File: src/rtl/vfc_pkg.sv
// shared constants, types and tables for the voxel face cull mesher
`default_nettype none

package vfc_pkg;

    // chunk geometry
    localparam int CHUNK_DIM_X = 16;
    localparam int CHUNK_DIM_Y = 16;
    localparam int CHUNK_DIM_Z = 16;
    localparam int STORE_CELLS = CHUNK_DIM_X * CHUNK_DIM_Y * CHUNK_DIM_Z;
    localparam int ADDR_W      = $clog2(STORE_CELLS);

    typedef logic [ADDR_W-1:0] addr_t;

    // stream widths
    localparam int IN_DATA_W  = 24;
    localparam int OUT_DATA_W = 24;

    // block kinds
    localparam logic [3:0] KIND_AIR   = 4'd0;
    localparam logic [3:0] KIND_GRASS = 4'd1;
    localparam logic [3:0] KIND_STONE = 4'd3;

    // texture codes
    localparam logic [1:0] TEX_GRASS_TOP  = 2'd0;
    localparam logic [1:0] TEX_DIRT       = 2'd1;
    localparam logic [1:0] TEX_GRASS_SIDE = 2'd2;
    localparam logic [1:0] TEX_STONE      = 2'd3;

    // face directions
    localparam logic [2:0] FACE_POS_X = 3'd0;
    localparam logic [2:0] FACE_NEG_X = 3'd1;
    localparam logic [2:0] FACE_POS_Y = 3'd2;
    localparam logic [2:0] FACE_NEG_Y = 3'd3;
    localparam logic [2:0] FACE_POS_Z = 3'd4;
    localparam logic [2:0] FACE_NEG_Z = 3'd5;
    localparam int         NUM_FACES  = 6;

    // vertex counter limit within one face
    localparam logic [2:0] VTX_LAST = 3'd5;

    // read select: center cell, then the six neighbors in face order
    localparam logic [2:0] SEL_CENTER = 3'd0;
    localparam logic [2:0] SEL_LAST   = 3'd6;

    // per face and vertex: {dx, dy, dz, u, v}
    localparam logic [4:0] FACE_TAB [6][6] = '{
        '{5'b10000, 5'b11001, 5'b11111, 5'b11111, 5'b10110, 5'b10000},
        '{5'b00100, 5'b01101, 5'b01011, 5'b01011, 5'b00010, 5'b00100},
        '{5'b01100, 5'b11110, 5'b11011, 5'b11011, 5'b01001, 5'b01100},
        '{5'b00001, 5'b10011, 5'b10110, 5'b10110, 5'b00100, 5'b00001},
        '{5'b00100, 5'b10110, 5'b11111, 5'b11111, 5'b01101, 5'b00100},
        '{5'b10010, 5'b00000, 5'b01001, 5'b01001, 5'b11011, 5'b10010}
    };

    // controller to datapath commands
    typedef struct packed {
        logic       latch;
        logic       store_wr;
        logic       rd_en;
        logic [2:0] rd_sel;
        logic       emit_init;
        logic       emit_load;
    } vfc_cmd_t;

    // datapath to controller status
    typedef struct packed {
        logic in_mesh;
        logic skip;
        logic out_free;
        logic last_vtx;
    } vfc_stat_t;

    // coordinate inside a chunk dimension
    function automatic logic in_dim(input logic [4:0] c, input int dim);
        return 32'(c) < 32'(dim);
    endfunction

    // linear store address of a cell
    function automatic addr_t cell_addr(input logic [4:0] x, input logic [4:0] y,
                                        input logic [4:0] z);
        return (addr_t'(x) * addr_t'(CHUNK_DIM_Y) + addr_t'(y)) * addr_t'(CHUNK_DIM_Z)
               + addr_t'(z);
    endfunction

    // texture code by block kind and face
    function automatic logic [1:0] tex_for(input logic [3:0] kind, input logic [2:0] dir);
        logic [1:0] t;
        if (kind == KIND_GRASS) begin
            if (dir == FACE_POS_Y) begin
                t = TEX_GRASS_TOP;
            end
            else if (dir == FACE_NEG_Y) begin
                t = TEX_DIRT;
            end
            else begin
                t = TEX_GRASS_SIDE;
            end
        end
        else if (kind == KIND_STONE) begin
            t = TEX_STONE;
        end
        else begin
            t = TEX_DIRT;
        end
        return t;
    endfunction

endpackage

`default_nettype wire

File: src/rtl/vfc_ctrl.sv
// controller state machine: item intake, store fetch sequence, vertex emission
`default_nettype none

module vfc_ctrl (
    input  logic                clk,
    input  logic                rst_n,
    input  logic                s_tvalid,
    output logic                s_tready,
    input  vfc_pkg::vfc_stat_t  stat,
    output vfc_pkg::vfc_cmd_t   cmd
);

    localparam logic [2:0] ST_IDLE   = 3'd0;
    localparam logic [2:0] ST_WRITE  = 3'd1;
    localparam logic [2:0] ST_FETCH  = 3'd2;
    localparam logic [2:0] ST_SETTLE = 3'd3;
    localparam logic [2:0] ST_INIT   = 3'd4;
    localparam logic [2:0] ST_EMIT   = 3'd5;

    logic [2:0] state_reg, state_next;
    logic [2:0] fetch_cnt_reg, fetch_cnt_next;

    // state and fetch counter registers
    always_ff @(posedge clk or negedge rst_n)
    begin
        if (!rst_n)
        begin
            state_reg     <= ST_IDLE;
            fetch_cnt_reg <= vfc_pkg::SEL_CENTER;
        end
        else
        begin
            state_reg     <= state_next;
            fetch_cnt_reg <= fetch_cnt_next;
        end
    end

    // next state and command decode
    always_comb
    begin
        state_next     = state_reg;
        fetch_cnt_next = fetch_cnt_reg;
        s_tready       = 1'b0;
        cmd            = '0;
        cmd.rd_sel     = fetch_cnt_reg;
        case (state_reg)
            ST_IDLE:
            begin
                s_tready = 1'b1;
                if (s_tvalid)
                begin
                    cmd.latch      = 1'b1;
                    fetch_cnt_next = vfc_pkg::SEL_CENTER;
                    state_next     = stat.in_mesh ? ST_FETCH : ST_WRITE;
                end
            end
            ST_WRITE:
            begin
                cmd.store_wr = 1'b1;
                state_next   = ST_IDLE;
            end
            ST_FETCH:
            begin
                cmd.rd_en = 1'b1;
                if (fetch_cnt_reg == vfc_pkg::SEL_LAST)
                begin
                    fetch_cnt_next = vfc_pkg::SEL_CENTER;
                    state_next     = ST_SETTLE;
                end
                else
                begin
                    fetch_cnt_next = fetch_cnt_reg + 3'd1;
                end
            end
            // last neighbor read lands in the air mask here
            ST_SETTLE:
            begin
                state_next = ST_INIT;
            end
            ST_INIT:
            begin
                cmd.emit_init = 1'b1;
                state_next    = stat.skip ? ST_IDLE : ST_EMIT;
            end
            ST_EMIT:
            begin
                if (stat.out_free)
                begin
                    cmd.emit_load = 1'b1;
                    if (stat.last_vtx)
                    begin
                        state_next = ST_IDLE;
                    end
                end
            end
            default:
            begin
                state_next = ST_IDLE;
            end
        endcase
    end

endmodule

`default_nettype wire

File: config.mk
export PLATFORM = sky130hd
export DESIGN_NAME = vfc_ctrl
export DESIGN_NICKNAME = d
export VERILOG_FILES = /design/src/rtl/vfc_pkg.sv /design/src/rtl/vfc_ctrl.sv
export SDC_FILE = /design/constraint.sdc
export NUM_CORES = 1
export LEC_CHECK = 0
export ABC_AREA = 1
export CAP_MARGIN = 20
export CORE_AREA = 3 3 40 42
export CTS_CLUSTER_SIZE = 14
export DETAILED_ROUTE_END_ITERATION = 8
export DIE_AREA = 0 0 43 45
export DONT_BUFFER_PORTS = 1
export PLACE_DENSITY_LB_ADDON = 0.2
export SYNTH_ARGS = -nofsm -noshare
export SYNTH_HDL_FRONTEND = slang
export SYNTH_SLANG_ARGS = --single-unit
File: constraint.sdc
create_clock -name clk -period 0.93 [get_ports clk]
set_input_delay 0.279 -clock clk [delete_from_list [all_inputs] [get_ports clk]]
set_output_delay 0.279 -clock clk [all_outputs]
set_load 0.03 [all_outputs]
==> results of run 1 <==
==> repair_timing <==
item | in CTS | in global routing
setup buffers | 4 | 1
resized for setup | 9 | 2
cloned | 0 | 0
pin swaps | 5 | 4
endpoints found under the hold margin | 6 | 0
hold buffers | 1 | 0
endpoints found under the setup margin | 15 | 15
==> path summary, 6_finish.rpt <==
path,endpoint,slack [ns],cells after the start
max,cmd[5],-0.50,3
min,state_reg[2],0.28,3
max reg2reg,fetch_cnt_reg[1],-0.30,5
min reg2reg,fetch_cnt_reg[0],0.68,3
max in group asynchronous,state_reg[1],0.33,1
min in group asynchronous,fetch_cnt_reg[0],0.35,1
==> final cells by class <==
class / count / area, µm² / share of cell area (%)
clock buffers: 4 / 26.3 / 3.58
well taps: 15 / 18.8 / 2.56
flip-flops and latches: 6 / 153 / 20.8
inverters: 13 / 55.1 / 7.51
multi-input cells: 35 / 244 / 33.3
repair buffers: 22 / 236 / 32.3
==> worst max-delay path, stage by stage (launching register included) <==
cell,delay [ns]
dfrtp_2,0.47
inv_2,0.12
nand3_2,0.13
clkinvlp_4,0.19
==> cell usage in the layout, fill, tap and decap left out, types with 2 or more instances in the layout <==
cell type  synthesis  routed
nor3_4             0       2
nor2_1             7       3
nand3_2            1       2
buf_4              0      12
inv_2              2       2
nand2_1            7       5
nor2_2             1       2
nor2_4             0       3
inv_1             11       9
dfrtp_2            0       2
buf_6              0       5
buf_12             0       4
o21ai_0            3       3
clkbuf_4           0       3
dfrtp_1            6       4
nand3b_1           2       2
nand3_1            8       7
==> kinds of logic (layout without fill, tap and decap cells) <==
kind of cell           Yosys count  in the layout  synth area share, %
AO/OA/AOI/OAI                    4              4                 6.25
XOR/XNOR                         1              1                 2.30
buffers and inverters           13             39                 12.8
flip-flops                       6              6                 39.5
multiplexers                     1              1                 2.63
AND/OR/NAND/NOR                 29             29                 36.5
==> metrics by stage <==
stage,total power [mW],instances,utilization (%)
2_1_floorplan,1.44,54,-
5_1_grt,2.94,95,57.1
3_5_place_dp,2.21,85,48.1
6_report,2.72,95,57.1
3_3_place_gp,2.20,85,48.1
4_1_cts,2.71,94,56.1
==> metal layers <==
metal | track usage (%) | up-vias | wire length [µm]
li1 | - | 228 | -
met3 | 7.57 | 0 | 74
met1 | 14.2 | 189 | 406
met4 | 1.81 | 0 | 0
met5 | 0 | - | 0
met2 | 19.2 | 13 | 482
==> power groups by stage <==
stage               registers [mW]  logic [mW]  clock network (mW)
floorplan                    0.658       0.782                   0
global placement             0.547        1.65                   0
detailed placement           0.557        1.65                   0
CTS                          0.561        1.87               0.278
global route                 0.586        2.05               0.301
finish                       0.560        1.89               0.263
==> impl_results.md, run 1 <==
- Worst setup EP type: output port
- Netlist cell types: 14
- Ys flop type: dfrtp_1
- NetSw: 1.21 mW
- Maximum fanout along the worst path: 6
- Synth top area cells: dfrtp_1, inv_1, nand3_1
- Ant diodes: 0
- Layout Skew: 0.00838 ns
- TritonCTS buffer count: 3
- Setup TNS: -4.86 ns
- Worst EP required: 0.65 ns
- Die X: 43 µm
- Synth async-reset ratio: 100%
- Sw Share: 44.7%
- Commonest cells in the netlist: inv_1, nand3_1, nand2_1, nor2_1, dfrtp_1
- DRC viols: 0
- First-pass GRT wire length: 1.72 mm
- Max_cap viols: 0
- Initial drt markers: 5
- Final Max Slew Viols: 0
- Syn nets: between 60 and 70
- # IOs: 16
- Netlist area before placement: roughly 380 µm²
- Clk slew on worst S/H paths: 0.05 ns
- CTS max path bufs: 2
- Crit path launch type: flop
- Die span in y: 45 µm
- Sequential share of the synthesized area: between 30% and 40%
- I/O Buffers: 0
- Fmax: 698 MHz
- Area Overhead vs Synth: 92.8%
- CTS Sinks: 6
- Least-Margin Pin Slew: between 0.3 and 0.4 ns
- Clk root buf: clkbuf_4
- Clock power frac: 9.7%
- Post-route ant nets: 0
- Final-layout fill cell count: 126
- Total GRT Usage: 12.1%
- Final WL: 963 µm
- Internal: 1.50 mW
- Total gr overflow: 0
- Unrepaired setup endpoints after global routing: true
- Clk_lat worst skew: 0.25 ns
- Placement-stage cell area: 618 µm²
- H-tree Lvls: 1
- Worst slack, placed: -0.276 ns
- Syn avg cell area: 7.04 µm²
- Crit Path Category: reg2out
- Logic pwr share: between 60 and 70%
- Gate Count Post-Synth: 54
- Initial antenna violation count: 0
- Tmin final: approximately 1.4 ns
- Beginning of the critical path: state_reg[0]
- Synth area leader: dfrtp_1
- Origin of the critical flop-to-flop path: state_reg[0]
- Leakage: 0.357 nW
- DIE AREA: 1940 µm²
- Post-DR wirelength/cell: around 10 µm
- Seq pwr share: 20.6%
- Final setup fails: 15
- Failing checks: negative setup slack
- First drt pass iteration count: 2
- Core area: 1280 µm²
- Synth top area share: 39.5%
- Number of synthesized flops with an enable pin: 0
- Setup ws final: -0.503 ns
- Standard-cell rows: 13
- Final period utilization: 154%
- Hold crit path type: in2reg
- Status: finished, violations left
- Routability-driven placement congestion ratio: between 0.8 and 0.9
- Final instance area: 733 µm²
- Vias post-DR: 430
- Initial Util: 29.6%
- Pwr dens: 3700 nW/µm²
- Number of vias per cell: 4.53
- Layout Nets: between 80 and 90
- Detailed Place HPWL: 798 µm
- Largest net degree at the start of global routing: 7
- Top-count cell post-synth: inv_1
- CTS tree: yes
- Endpoints failing hold: 0
- Vias in the first global route: 410
- Layout cell share with drive strength beyond 1: 52.5%
- Yosys warns: 0
- Slew headroom: 79.7%
- Arr. time, crit path: 1.15 ns
- Min-delay src: stat[2]
- Peak VDD IR: 1700 µV
- Final hold slack: 0.279 ns
- Number of synthesized register bits: 6
Power figures use the tool's default switching activity.
==> run 2: changes to the inputs <==
--- a/config.mk
+++ b/config.mk
@@ -13,6 +13,7 @@
 export DIE_AREA = 0 0 43 45
 export DONT_BUFFER_PORTS = 1
 export PLACE_DENSITY_LB_ADDON = 0.2
+export REMOVE_ABC_BUFFERS = 1
 export SYNTH_ARGS = -nofsm -noshare
 export SYNTH_HDL_FRONTEND = slang
 export SYNTH_SLANG_ARGS = --single-unit
==> run 2 against run 1 <==
Net effect: the run still ends with negative setup slack left; global-route usage is 0.74 points lower; highest routed layer is now met4; clock skew is 0.0055 ns lower; die area unchanged; largest power group unchanged.
==> impl_results.md, run 2 (synthesized netlist as in run 1, its figures left out) <==
- Status: finished, violations left
- Failing checks: negative setup slack
- Crit path launch type: flop
- Final WL: 1.09 mm (+13%)
- Leakage: 0.361 nW (+1.1%)
- R2R depth: 7 (+2)
- Die span in y: 45 µm (unchanged)
- First drt pass iteration count: 4 (+2)
- Critical Path, Cell by Cell: buf_4 -> nor3_2 -> buf_4
- DRC viols: 0 (unchanged)
- I/O Buffers: 0 (unchanged)
- Final-layout fill cell count: 124 (-1.6%)
- Area Overhead vs Synth: 83.6%
- Clk_lat worst skew: 0.24 ns (about the same)
- Worst R2R End: state_reg[0]
- Post-route ant nets: 0 (unchanged)
- # IOs: 16 (unchanged)
- Hold EP: state_reg[2]
- Unrepaired setup endpoints after global routing: true
- Endpoints failing hold: 0 (unchanged)
- Layout Nets: 89 (+1.1%)
- H-tree Lvls: 1 (unchanged)
- Initial Util: 29.6% (unchanged)
- Vias post-DR: 431 (+0.23%)
- Worst EP required: 0.65 ns (about the same)
- Setup ws final: -0.541 ns (-0.0387 ns)
- Multi-input logic area: 228 µm² (-6.7%)
- Initial drt markers: 15 (+10)
- Total gr overflow: 0 (unchanged)
- Pwr dens: 3910 nW/µm² (+5.5%)
- Hold crit path type: in2reg
- Maximum fanout along the worst path: 4 (-2)
- Slowest stage delay, CP: 0.42 ns (-0.05 ns)
- Placed instance count: 89 (+4.7%)
- Slew headroom: 80.0% (+0.33 points)
- CTS Sinks: 6 (unchanged)
- Detailed Place HPWL: 809 µm (+1.4%)
- Commonest non-fill, non-tap cell in the layout: buf_4
- Standard-cell rows: 13 (unchanged)
- Origin of the critical flop-to-flop path: state_reg[1]
- Clk slew on worst S/H paths: 0.04 ns (about the same)
- Final period utilization: 158% (+4.2 points)
- FF-to-FF setup slack: -0.24 ns (+0.06 ns)
- Layout cell share with drive strength beyond 1: 47.5% (-5.0 points)
- Largest net degree at the start of global routing: 7 (unchanged)
- Hold path depth: 3 (unchanged)
- Tmin final: 1.47 ns (+0.0387 ns)
- Min-delay src: stat[2]
- DIE AREA: 1940 µm² (unchanged)
- Core Util, Final: 54.3% (-2.7 points)
- Initial antenna violation count: 0 (unchanged)
- Total GRT Usage: 11.3% (-0.74 points)
- FF+latch area: 151 µm² (-0.82%)
- Die X: 43 µm (unchanged)
- Worst setup EP type: output port
- Number of vias per cell: 4.54 (+0.23%)
- CTS max path bufs: 2 (unchanged)
- Most frequent cells in the layout: buf_4, inv_1, nand3_1, buf_6
- Max_cap viols: 0 (unchanged)
- First-pass GRT wire length: 1.62 mm (-5.6%)
- CP dominant cell by count: buf_4
- Ant diodes: 0 (unchanged)
- Arr. time, crit path: 1.19 ns (+0.04 ns)
- Crit Path Category: reg2out
- Cell Count, Final, Fillers Out: 95 (unchanged)
- Layout Skew: 0.00285 ns (-0.00554 ns)
- Critical path's slowest cell: dfrtp_1
- Peak VDD IR: 1800 µV (+5.8%)
- Routability-driven placement congestion ratio: 0.858 (-0.39%)
- CTS tree: yes
- Final setup fails: 15 (unchanged)
- Fmax: 680 MHz (-2.6%)
- Final Max Slew Viols: 0 (unchanged)
- TritonCTS buffer count: 3 (unchanged)
- Least-Margin Pin Slew: 0.299 ns (-0.00492 ns)
- Clk root buf: clkbuf_4
- Core area: 1280 µm² (unchanged)
- Vias in the first global route: 383 (-6.6%)
- Post-DR wirelength/cell: 11.4 µm (+13%)
run 2: cell count changes in the layout (fill, tap and decap cells not counted), sizes merged:
cell | before | now
inv | 12 | 13
clkinvlp | 1 | 0
buf | 21 | 22
clkbuf | 4 | 3
run 2: what timing repair did:
action	4_1_cts	5_1_grt
endpoints found under the hold margin	6	0
resized for setup	11	11
setup buffers	1	1
hold buffers	1	0
setup endpoints to repair	15	15
pin swaps	0	1
run 2: per-layer routing:
| layer | part of all wire, % | global-route usage [%] | wire (µm) |
|---|---|---|---|
| met1 | 44 | 15.2 | 480 |
| met2 | 50 | 16.2 | 542 |
| met3 | 5.0 | 1.59 | 54 |
| met4 | 0.74 | 9.04 | 8 |
| met5 | 0 | 0 | 0 |
run 2: final cells by class:
type                    instances  area share, %
repair buffers                 23           32.4
inverters                      13           7.35
well taps                      15           2.69
multi-input cells              35           32.6
clock buffers                   3           3.23
flip-flops and latches          6           21.7
run 2: how the worst max path moves through the flow:
stage	startpoint	end	slack, ns	depth (start not counted)
floorplan	state_reg[2]	cmd[1]	-0.49	2
global placement	state_reg[1]	cmd[1]	-0.26	3
detailed placement	state_reg[1]	cmd[1]	-0.26	3
CTS	state_reg[0]	cmd[7]	-0.52	4
global route	state_reg[0]	cmd[1]	-0.59	3
finish	state_reg[0]	cmd[1]	-0.54	3
run 2: report_power, final:
part	switching [mW]	internal (mW)
sequential	0.108	0.377
combinational	1.02	0.983
clock	0.0965	0.146
total	1.22	1.51
run 2: stage by stage:
| stage | TNS (ns) | hold WS [ns] | cell area (µm²) | setup WS, ns | power [mW] |
|---|---|---|---|---|---|
| after floorplan | -2.99 | -0.0166 | 380 | -0.485 | 1.28 |
| after global placement | -2.51 | -0.0164 | 574 | -0.264 | 2.08 |
| after detailed placement | -2.64 | -0.0164 | 574 | -0.262 | 2.09 |
| after CTS | -4.57 | 0.279 | 647 | -0.523 | 2.52 |
| after global routing | -5.18 | 0.301 | 698 | -0.593 | 2.90 |
| final | -4.36 | 0.289 | 698 | -0.541 | 2.73 |
run 2: critical path, delay by kind of cell (launching register included):
kind	cells	cell delay (ns)
buffers and inverters	2	0.35
flip-flops	1	0.42
AND/OR/NAND/NOR	1	0.18
==> run 3: changes to the inputs <==
--- a/config.mk
+++ b/config.mk
@@ -6,12 +6,12 @@
 export NUM_CORES = 1
 export LEC_CHECK = 0
 export ABC_AREA = 1
+export BUFFER_PORTS_ARGS = -buffer_cell sky130_fd_sc_hd__buf_2
 export CAP_MARGIN = 20
 export CORE_AREA = 3 3 40 42
 export CTS_CLUSTER_SIZE = 14
 export DETAILED_ROUTE_END_ITERATION = 8
 export DIE_AREA = 0 0 43 45
-export DONT_BUFFER_PORTS = 1
 export PLACE_DENSITY_LB_ADDON = 0.2
 export REMOVE_ABC_BUFFERS = 1
 export SYNTH_ARGS = -nofsm -noshare
==> run 3 against run 2 <==
Net effect: the run still ends with negative setup slack left; highest routed layer is now met3; register-to-register slack lost 0.14 ns; count of clock-buffer cells in the layout is the same; largest power group unchanged; core utilization grew 3.1 points.
==> impl_results.md, run 3 (synthesized netlist as in run 1, its figures left out) <==
- Largest net degree at the start of global routing: 7 (unchanged)
- R2R depth: 6 (-1)
- Worst setup EP type: output port
- Maximum fanout along the worst path: 5 (+1)
- Unrepaired setup endpoints after global routing: true
- Origin of the critical flop-to-flop path: state_reg[0]
- Vias in the first global route: 437 (+14%)
- Hold crit path type: in2reg
- Clk_lat worst skew: 0.24 ns (about the same)
- Failing checks: negative setup slack
- Final instance area: 738 µm² (+5.7%)
- Max_cap viols: 0 (unchanged)
- Hold EP: state_reg[2]
- Ant diodes: 0 (unchanged)
- Post-route ant nets: 0 (unchanged)
- Core area: 1280 µm² (unchanged)
- Layout Nets: 97 (+9.0%)
- Critical Path, Cell by Cell: nor2_4 -> nand2_4 -> nor2_4 -> buf_6
- Slew headroom: 83.4% (+3.4 points)
- Final WL: 1.04 mm (-4.1%)
- Most frequent cells in the layout: buf_4, inv_1, buf_6
- Area Overhead vs Synth: 94.1%
- First-pass GRT wire length: 1.75 mm (+7.6%)
- Die X: 43 µm (unchanged)
- Min-delay src: stat[2]
- Hold path depth: 4 (+1)
- H-tree Lvls: 1 (unchanged)
- Layout cell share with drive strength beyond 1: 58.0% (+10 points)
- Endpoints failing hold: 0 (unchanged)
- Post-DR wirelength/cell: 10.1 µm (-12%)
- I/O Buffers: 15 (+15)
- Placement-stage cell area: 557 µm² (-3.1%)
- Total GRT Usage: 12.4% (+1.1 points)
- Standard-cell rows: 13 (unchanged)
- Fmax: 701 MHz (+3.2%)
- FF-to-FF setup slack: -0.38 ns (-0.14 ns)
- Number of vias per cell: 4.31 (-5.0%)
- First drt pass iteration count: 4 (unchanged)
- DRC viols: 0 (unchanged)
- Worst EP required: 0.65 ns (about the same)
- Worst slack, placed: -0.316 ns (-0.0546 ns)
- Die span in y: 45 µm (unchanged)
- Final period utilization: 153% (-4.9 points)
- Worst R2R End: fetch_cnt_reg[0]
- Leakage: 0.399 nW (+10%)
- Critical path's slowest cell: dfrtp_2
- Vias post-DR: 444 (+3.0%)
- Detailed Place HPWL: 814 µm (+0.56%)
- DIE AREA: 1940 µm² (unchanged)
- CTS Sinks: 6 (unchanged)
- Clk root buf: clkbuf_4
- Routability-driven placement congestion ratio: 0.824 (-4.0%)
- Pwr dens: 3690 nW/µm² (-5.7%)
- CTS tree: yes
- Total gr overflow: 0 (unchanged)
- Arr. time, crit path: 1.15 ns (-0.04 ns)
- Layout Skew: 0.00110 ns (-0.00175 ns)
- Setup TNS: -4.90 ns (-0.544 ns)
- Crit path launch type: flop
- Initial Util: 29.6% (unchanged)
- Setup ws final: -0.496 ns (+0.0457 ns)
- Initial antenna violation count: 0 (unchanged)
- Crit Path Category: reg2out
- Slowest stage delay, CP: 0.44 ns (+0.02 ns)
- Clk slew on worst S/H paths: 0.05 ns (about the same)
- TritonCTS buffer count: 3 (unchanged)
- CTS max path bufs: 2 (unchanged)
- Tmin final: 1.43 ns (-0.0457 ns)
- CP dominant cell by count: nor2_4
- Initial drt markers: 5 (-10)
- Peak VDD IR: 2190 µV (+22%)
- Status: finished, violations left
- Final setup fails: 15 (unchanged)
- Commonest non-fill, non-tap cell in the layout: buf_4
- # IOs: 16 (unchanged)
- Final Max Slew Viols: 0 (unchanged)
- Least-Margin Pin Slew: 0.248 ns (-0.0508 ns)
-- run 3: cell count changes in the layout (fill, tap and decap cells not counted), moves of 2 or more --
| cell | before | now |
|---|---|---|
| buf_2 | 0 | 6 |
| buf_4 | 13 | 16 |
| nor2_4 | 1 | 4 |
| buf_12 | 2 | 0 |
| dfrtp_1 | 5 | 3 |
| dfrtp_2 | 1 | 3 |
| nand2_4 | 0 | 2 |
| nor2_1 | 6 | 4 |
| nor3_1 | 1 | 3 |
| o21ai_1 | 2 | 0 |
| o21ai_2 | 0 | 2 |
-- run 3: stage by stage --
stage / cells / power (mW) / utilization (%) / hold WS (ns)
detailed placement: 95 / 1.86 / 43.3 / 0.115
CTS: 100 / 2.45 / 52.1 / 0.365
global route: 103 / 2.95 / 57.4 / 0.395
floorplan: 54 / 1.28 / - / -0.0166
finish: 103 / 2.72 / 57.4 / 0.363
global placement: 95 / 1.86 / 43.3 / 0.119
-- run 3: area by class of cell --
class | count | area, µm²
Fill cell | 125 | 547
Timing Repair Buffer | 31 | 250
Multi-Input combinational cell | 35 | 244
Sequential cell | 6 | 154
Inverter | 13 | 48.8
Clock buffer | 3 | 22.5
Tap cell | 15 | 18.8
-- run 3: report_power, final --
group / internal, mW / total, mW / switching, mW
registers: 0.385 / 0.532 / 0.148
clock network: 0.146 / 0.238 / 0.0920
logic: 0.965 / 1.95 / 0.986
-- run 3: layer usage --
| layer | track usage (%) | part of all wire (%) |
|---|---|---|
| met4 | 5.42 | 0 |
| met5 | 0 | 0 |
| met3 | 3.59 | 4.5 |
| met2 | 21.3 | 52 |
| met1 | 14.4 | 44 |
-- run 3: worst max-delay path by stage --
stage / startpoint / to / slack (ns) / cells past startpoint
floorplan: state_reg[2] / cmd[1] / -0.49 / 2
global placement: state_reg[0] / cmd[7] / -0.29 / 4
detailed placement: state_reg[0] / fetch_cnt_reg[2] / -0.32 / 5
CTS: state_reg[1] / cmd[7] / -0.51 / 4
global route: state_reg[0] / cmd[7] / -0.56 / 4
finish: state_reg[0] / cmd[7] / -0.50 / 4
-- run 3: timing repair --
| item | in CTS | in global routing |
|---|---|---|
| setup buffers | 2 | 3 |
| gates cloned | 0 | 0 |
| hold buffers | 1 | 0 |
| endpoints found under the setup margin | 15 | 15 |
| pin swaps | 2 | 2 |
| gates resized for setup | 25 | 14 |
| hold endpoints to repair | 6 | 0 |
-- run 3: worst max-delay path: cells and delay by family (launching register included) --
family / cells / cell delay [ns]
simple gates: 3 / 0.33
flops: 1 / 0.44
buf+inv: 1 / 0.13
